===== config.mk =====
export PLATFORM = sky130hd
export DESIGN_NAME = key_chord_event_queue
export DESIGN_NICKNAME = d
export VERILOG_FILES = /design/src/sv/kce_pkg.sv /design/src/sv/key_chord_event_queue.sv
export SDC_FILE = /design/constraint.sdc
export NUM_CORES = 1
export LEC_CHECK = 0
export BUFFER_PORTS_ARGS = -buffer_cell sky130_fd_sc_hd__buf_2
export CAP_MARGIN = 30
export CORE_MARGIN = 2
export CORE_UTILIZATION = 50
export DETAILED_ROUTE_END_ITERATION = 16
export GPL_TIMING_DRIVEN = 0
export PLACE_DENSITY = 0.68
export SLEW_MARGIN = 25
export SYNTH_ARGS = -nofsm -noshare
export SYNTH_HDL_FRONTEND = slang
export SYNTH_SLANG_ARGS = --single-unit

===== constraint.sdc =====
create_clock -name clk -period 12.35 [get_ports clk]
set_input_delay 1.235 -clock clk [delete_from_list [all_inputs] [get_ports clk]]
set_output_delay 1.235 -clock clk [all_outputs]
set_load 0.01 [all_outputs]

===== src/sv/kce_pkg.sv =====
// ----------------------------------------------------------------------------
// kce_pkg - shared types and codes for the key chord event queue
// Payload structs for the input and result channels, operation codes,
// key codes and fixed constants of the chord collector.
// ----------------------------------------------------------------------------
package kce_pkg;

    // operation codes of an input transaction
    localparam logic [1:0] OP_PRESS = 2'd0;
    localparam logic [1:0] OP_TICK  = 2'd1;
    localparam logic [1:0] OP_READ  = 2'd2;

    // key codes held in the queue
    localparam logic [1:0] CODE_NONE  = 2'd0;
    localparam logic [1:0] CODE_KEY0  = 2'd1;
    localparam logic [1:0] CODE_KEY1  = 2'd2;
    localparam logic [1:0] CODE_CHORD = 2'd3;

    // pending mask patterns
    localparam logic [7:0] CHORD_MASK = 8'h03;
    localparam int unsigned KEY0_POS  = 0;
    localparam int unsigned KEY1_POS  = 1;

    // window length after reset, in ticks
    localparam logic [15:0] WINDOW_RESET = 16'd50;

    typedef struct packed {
        logic [1:0] op;
        logic [2:0] key_index;
        logic       level;
    } in_item_t;

    typedef struct packed {
        logic       read_valid;
        logic [1:0] read_code;
        logic       not_empty;
        logic [1:0] dropped_codes;
    } out_item_t;

endpackage


===== src/sv/key_chord_event_queue.sv =====
// ----------------------------------------------------------------------------
// key_chord_event_queue - button chord collector with a key code queue
// Collects key presses over a tick window, turns the mask into key codes
// and queues them in a circular buffer that holds QUEUE_DEPTH-1 codes.
// ----------------------------------------------------------------------------
// Every input transaction (press, tick or read) is accepted whole and yields
// exactly one result transaction in the next cycle, so the block sustains
// one transaction per clock; the input side stalls only while the result
// register is full and the output side stalls. All state updates
// happen in the accepting cycle; the code queue is a single write port memory
// whose read data lands straight in the result register. A window that ends
// with both key 0 and key 1 (plus other keys) queues two codes: the first is
// written at once and the second in the following cycle from a one-entry write
// buffer, which never collides with another push because a new window needs
// a press and a tick before it can end. The queue needs no clearing pass.
module key_chord_event_queue #(
    parameter int QUEUE_DEPTH = 128
) (
    input  logic              clk,
    input  logic              rst_n,
    input  logic              cfg_we,
    input  logic [15:0]       cfg_data,
    input  logic              in_valid,
    output logic              in_stall,
    input  kce_pkg::in_item_t in_data,
    output logic              out_valid,
    input  logic              out_stall,
    output kce_pkg::out_item_t out_data
);

    localparam int PTR_W = (QUEUE_DEPTH > 1) ? $clog2(QUEUE_DEPTH) : 1;
    localparam logic [PTR_W-1:0] LAST_POS = PTR_W'(QUEUE_DEPTH - 1);

    // code storage
    logic [1:0] queue_mem [QUEUE_DEPTH];

    // control and status registers
    logic [15:0]      window_ticks_reg;
    logic [7:0]       mask_reg, mask_next;
    logic             active_reg, active_next;
    logic [15:0]      count_reg, count_next;
    logic [PTR_W-1:0] head_reg, head_next;
    logic [PTR_W-1:0] tail_reg, tail_next;
    logic             buf_valid_reg, buf_valid_next;
    logic [PTR_W-1:0] buf_addr_reg, buf_addr_next;

    // result registers
    logic             out_valid_reg, out_valid_next;
    logic             rvalid_reg, rvalid_next;
    logic             nempty_reg, nempty_next;
    logic [1:0]       dropped_reg, dropped_next;
    logic [1:0]       rdata_reg;

    // datapath signals
    logic             acc;
    logic             rd_en;
    logic             push_we;
    logic [1:0]       push_code;
    logic             mem_we;
    logic [PTR_W-1:0] mem_addr;
    logic [1:0]       mem_code;
    logic [PTR_W-1:0] tail1, tail2;
    logic             full1, full2;
    logic [15:0]      count_dec;
    logic             want_first, want_second;
    logic [1:0]       first_code;

    function automatic logic [PTR_W-1:0] ptr_inc(input logic [PTR_W-1:0] p);
        return (p == LAST_POS) ? '0 : p + PTR_W'(1);
    endfunction

    // handshake
    assign in_stall = out_valid_reg && out_stall;
    assign acc      = in_valid && !in_stall;

    // queue pointer lookahead
    assign tail1 = ptr_inc(tail_reg);
    assign tail2 = ptr_inc(tail1);
    assign full1 = (tail1 == head_reg);
    assign full2 = (tail2 == head_reg);
    assign count_dec = (count_reg != 16'd0) ? count_reg - 16'd1 : 16'd0;

    // pick the codes a closing window produces
    always_comb
    begin
        want_first  = 1'b0;
        want_second = 1'b0;
        first_code  = kce_pkg::CODE_NONE;
        if (mask_reg == kce_pkg::CHORD_MASK)
        begin
            want_first = 1'b1;
            first_code = kce_pkg::CODE_CHORD;
        end
        else if (mask_reg[kce_pkg::KEY0_POS])
        begin
            want_first  = 1'b1;
            first_code  = kce_pkg::CODE_KEY0;
            want_second = mask_reg[kce_pkg::KEY1_POS];
        end
        else if (mask_reg[kce_pkg::KEY1_POS])
        begin
            want_first = 1'b1;
            first_code = kce_pkg::CODE_KEY1;
        end
    end

    // process one transaction
    always_comb
    begin
        mask_next      = mask_reg;
        active_next    = active_reg;
        count_next     = count_reg;
        head_next      = head_reg;
        tail_next      = tail_reg;
        buf_valid_next = 1'b0;
        buf_addr_next  = buf_addr_reg;
        push_we        = 1'b0;
        push_code      = first_code;
        rd_en          = 1'b0;
        dropped_next   = 2'd0;
        if (acc)
        begin
            case (in_data.op)
                kce_pkg::OP_PRESS:
                begin
                    if (in_data.level)
                    begin
                        mask_next = mask_reg | 8'(8'd1 << in_data.key_index);
                        if (!active_reg)
                        begin
                            active_next = 1'b1;
                            count_next  = (window_ticks_reg == 16'd0) ? 16'd1
                                                                      : window_ticks_reg;
                        end
                    end
                end
                kce_pkg::OP_TICK:
                begin
                    if (active_reg)
                    begin
                        count_next = count_dec;
                        if (count_dec == 16'd0)
                        begin
                            mask_next   = 8'd0;
                            active_next = 1'b0;
                            if (want_first)
                            begin
                                if (full1)
                                begin
                                    dropped_next = want_second ? 2'd2 : 2'd1;
                                end
                                else
                                begin
                                    push_we   = 1'b1;
                                    tail_next = tail1;
                                    if (want_second)
                                    begin
                                        if (full2)
                                        begin
                                            dropped_next = 2'd1;
                                        end
                                        else
                                        begin
                                            buf_valid_next = 1'b1;
                                            buf_addr_next  = tail1;
                                            tail_next      = tail2;
                                        end
                                    end
                                end
                            end
                        end
                    end
                end
                kce_pkg::OP_READ:
                begin
                    if (head_reg != tail_reg)
                    begin
                        rd_en     = 1'b1;
                        head_next = ptr_inc(head_reg);
                    end
                end
                default:
                begin
                end
            endcase
        end
    end

    // memory write port: drain the write buffer or take a fresh push
    always_comb
    begin
        mem_we   = push_we || buf_valid_reg;
        mem_addr = buf_valid_reg ? buf_addr_reg : tail_reg;
        mem_code = buf_valid_reg ? kce_pkg::CODE_KEY1 : push_code;
    end

    // result register next values
    always_comb
    begin
        rvalid_next    = rvalid_reg;
        nempty_next    = nempty_reg;
        out_valid_next = out_valid_reg && out_stall;
        if (acc)
        begin
            out_valid_next = 1'b1;
            rvalid_next    = rd_en;
            nempty_next    = (head_next != tail_next);
        end
    end

    // hold state and result registers
    always_ff @(posedge clk or negedge rst_n)
    begin
        if (!rst_n)
        begin
            window_ticks_reg <= kce_pkg::WINDOW_RESET;
            mask_reg         <= 8'd0;
            active_reg       <= 1'b0;
            count_reg        <= 16'd0;
            head_reg         <= '0;
            tail_reg         <= '0;
            buf_valid_reg    <= 1'b0;
            out_valid_reg    <= 1'b0;
            rvalid_reg       <= 1'b0;
            nempty_reg       <= 1'b0;
            dropped_reg      <= 2'd0;
        end
        else
        begin
            if (cfg_we)
            begin
                window_ticks_reg <= cfg_data;
            end
            mask_reg      <= mask_next;
            active_reg    <= active_next;
            count_reg     <= count_next;
            head_reg      <= head_next;
            tail_reg      <= tail_next;
            buf_valid_reg <= buf_valid_next;
            out_valid_reg <= out_valid_next;
            rvalid_reg    <= rvalid_next;
            nempty_reg    <= nempty_next;
            if (acc)
            begin
                dropped_reg <= dropped_next;
            end
        end
    end

    // hold the write buffer address
    always_ff @(posedge clk)
    begin
        buf_addr_reg <= buf_addr_next;
    end

    // code memory, registered read into the result
    always_ff @(posedge clk)
    begin
        if (mem_we)
        begin
            queue_mem[mem_addr] <= mem_code;
        end
        if (rd_en)
        begin
            rdata_reg <= queue_mem[head_reg];
        end
    end

    // drive the result transaction
    assign out_valid              = out_valid_reg;
    assign out_data.read_valid    = rvalid_reg;
    assign out_data.read_code     = rvalid_reg ? rdata_reg : kce_pkg::CODE_NONE;
    assign out_data.not_empty     = nempty_reg;
    assign out_data.dropped_codes = dropped_reg;

    // the buffered second code never meets a fresh push
    a_buf_no_collision: assert property (@(posedge clk) disable iff (!rst_n)
        buf_valid_reg |-> !push_we)
        else $error("write buffer drain collides with a new push");

    // a reported drop leaves the queue full
    a_drop_means_full: assert property (@(posedge clk) disable iff (!rst_n)
        (out_valid_reg && dropped_reg != 2'd0) |-> (ptr_inc(tail_reg) == head_reg))
        else $error("codes dropped while the queue has room");

    // a pop advances the head pointer
    a_pop_advances: assert property (@(posedge clk) disable iff (!rst_n)
        rd_en |=> (head_reg != $past(head_reg)) && rvalid_reg)
        else $error("read of a non-empty queue did not pop");

endmodule


==> flow_summary.yaml <==
timing:
  layout_setup_ws_ns: 7.525
  final-setup-viol-count: 0
  layout_min_cycle_time_ns: 4.825
  tightest_slew_ns: 1.027
  fmax_ghz: 0.2073
  totalNegativeSetupSlack_ns: 0
  post-route-period-util_pct: 39.07
  drv_slew: 0
  slew_headroom_pct: 31.51
  hold_violations: 0
  rsz0062_at_grt: "no"
  finalClockSkew_ns: 0.01972
setup_path:
  cp-start-kind: "flip-flop"
  worstPathArrival_ns: 5.05
  reg2regPathDepth: 13
  end_kind: "flip-flop"
  crit_type: "flip-flop to flip-flop"
  r2r_slack_ns: 7.53
  critPathLaunch: "tail_reg[0]$_DFF_PN0_"
  cp-endpoint: "queue_mem[13][0]$_DFFE_PP_"
  reg2reg_from: "tail_reg[0]$_DFF_PN0_"
  r2r_end: "queue_mem[13][0]$_DFFE_PP_"
  required_ns: 12.57
  crit_fanout: 10
power:
  power_leakage_nw: 5.752
  ir_drop_mv: 0.1396
  switching_share_pct: 29.67
  p_seq_share_pct: 41.9
  power_density_mw_per_mm2: 178.6
  switchingPower_mw: 0.9112
  power_frac_comb_pct: 26.7
  p_clk_share_pct: 31.4
  power.internal_mw: 2.160
logic_synthesis:
  async_flop_share_pct: 18.71
  netlist.top_cell.by_area: "edfxtp_1"
  yosysMostFrequentCell: "edfxtp_1"
  ys_types: 77
  syn_area_per_cell_um2: 13.27
  synth_common_cells: "edfxtp_1, nor2_1, nand2_1"
  synth_area_leaders: "edfxtp_1, dfrtp_1, mux4_2, nor2_1, mux2i_1"
  netlist.area_leader.share_pct: 51.83
  syn-num-nets: 1188
  synth_area_mm2: 0.01535
  ys.warnings.count: 0
  synthCells: 1157
  ys.flop_type: "edfxtp_1"
  ys_ff_latch: 326
  seq_area_frac_synth_pct: 61.80
  synth_edf_count: 265
routing:
  via_count: 10220
  m1WireLength_um: 15940
  wl_met3_um: 2677
  highest_layer: "met4"
  wirelength_um: 37670
  drc: 0
  ant_nets: 0
  wl_met2_um: 17950
  vias_per_cell: 6.188
  dr.pass1.iters: 5
  drt-initial-drc-count: 1329
  routedWlPerCell_um: 22.81
clock_tree:
  clkLatencyLatePin_ns: 0.53
  cts_htree_levels: 2
  cts_resized: 0
  cts_tree: "yes"
  cts_setup_buffers: 0
  hold_buffers: 0
  ctsLongestPathBuffers: 3
  root_buffer: "clkbuf_16"
  numCtsBuffers: 35
  clk_pin_slew_ns: 0.06
  cts.sinks: 326
finish:
  diodes: 0
  fill_cells: 2466
  layout.nets: 1264
  final_util_pct: 56.52
  final_area_mm2: 0.01720
  syn_to_final_growth_pct: 12.02
  largest_register_ffs: 256
  drive_gt1_share_pct: 16.65
min_path:
  hold_path.class: "flip-flop to flip-flop"
placed_design:
  dp_hpwl_um: 25560
  place_ws_ns: 7.729
  numPortBuffers: 33
  placed_area_mm2: 0.01613
  place_congestion: 0.9442
global_routing:
  grt_pass1_vias: 10180
  antenna_found_initial: 0
  grt_usage_pct: 24.43
  grt_max_degree: 74
  overflow: 0
  grt_pass1_wl_um: 58620
floorplanning:
  dieWidth_um: 179.2
  initial_core_util_pct: 50.45
  die_height_um: 179.2
  num_rows: 64
  ios: 35
  coreArea_mm2: 0.03043
  die-area_mm2: 0.03212
status:
  status: "finished clean"
run:
  drv_cap: 0
[cell type report]
| cell class | count | area [um^2] | share of cell area (%) |
|---|---|---|---|
| Tap cell | 396 | 495.5 | 2.881 |
| Timing Repair Buffer | 39 | 292.8 | 1.702 |
| Buffer | 75 | 341.6 | 1.986 |
| Multi-Input combinational cell | 731 | 5444 | 31.66 |
| Inverter | 25 | 93.84 | 0.5457 |
| Clock buffer | 45 | 913.4 | 5.311 |
| Sequential cell | 326 | 9488 | 55.17 |
| Clock inverter | 14 | 128.9 | 0.7494 |
[logic make-up after synthesis]
kind of cell    after synthesis  share of synthesized area (%)
flops                       326                          61.80
mux                         116                          12.47
fa+ha+maj                     4                         0.3260
buf+inv                     100                          2.836
simple gates                393                          12.21
compound gates              185                          8.386
xor+xnor                     33                          1.972
[worst min path at each step]
stage,start,end,cells after the start
after CTS,mask_reg[4]$_DFFE_PN0P_,mask_reg[4]$_DFFE_PN0P_,2
final,mask_reg[4]$_DFFE_PN0P_,mask_reg[4]$_DFFE_PN0P_,2
after global placement,mask_reg[5]$_DFFE_PN0P_,mask_reg[5]$_DFFE_PN0P_,2
after global routing,mask_reg[7]$_DFFE_PN0P_,mask_reg[7]$_DFFE_PN0P_,2
after detailed placement,mask_reg[4]$_DFFE_PN0P_,mask_reg[4]$_DFFE_PN0P_,2
after floorplan,mask_reg[5]$_DFFE_PN0P_,mask_reg[5]$_DFFE_PN0P_,2
[critical path, stage by stage (launching register included)]
cell and delay (ns):
dfrtp_1 0.49, ha_1 0.21, buf_4 0.18, nand3_1 0.28
nor2_1 0.50, a211o_1 0.20, o21ai_1 0.09, nor4b_2 0.70
or4_1 0.37, nand2b_1 0.16, buf_4 0.20, nand3_1 0.14
clkbuf_1 0.79, nor2_1 0.20
[power by group through the flow]
stage	Sequential, mW	Combinational (mW)	Clock, mW
finish	1.29	0.820	0.964
global placement	1.32	0.783	0
CTS	1.29	0.815	0.977
detailed placement	1.31	0.810	0
floorplan	1.31	0.575	0
global route	1.29	0.886	1.02
[layout by cell type (no fill, tap or decap), types with 5 or more instances in the layout]
cell and n:
o32ai_1 11, a21oi_1 35, nor2_1 177, nand3_1 27, o221ai_1 17, o31ai_1 7, a31oi_1 7, o22ai_1 11
nor3b_1 5, or3_1 10, nor3_1 17, clkbuf_1 51, mux2i_1 36, nor2b_1 8, inv_1 22, nand2_1 72
xor2_1 12, xnor2_1 20, nand2b_1 14, buf_1 8, buf_2 50, clkbuf_16 35, and3_1 6, clkinv_1 8
nor4_1 16, edfxtp_1 265, mux2_2 21, nand4_1 9, buf_4 7, mux4_2 58, o21ai_0 38, dfrtp_1 58
a211oi_1 14
[per-stage QoR]
step | hold WS [ns] | std cells | total power, mW
4_1_cts | 0.5030 | 1649 | 3.079
6_report | 0.4976 | 1651 | 3.071
3_3_place_gp | 0.4725 | 1586 | 2.105
5_1_grt | 0.5231 | 1651 | 3.198
3_5_place_dp | 0.4898 | 1590 | 2.119
2_1_floorplan | 0.4541 | 1157 | 1.881
[metal layers]
layer / global-route usage [%] / vias to the layer above
met5: 0 / -
met3: 4.071 / 88
met2: 38.70 / 459
li1: - / 4579
met4: 8.535 / 0
met1: 34.44 / 5090
(Power assumes the default switching activity.)
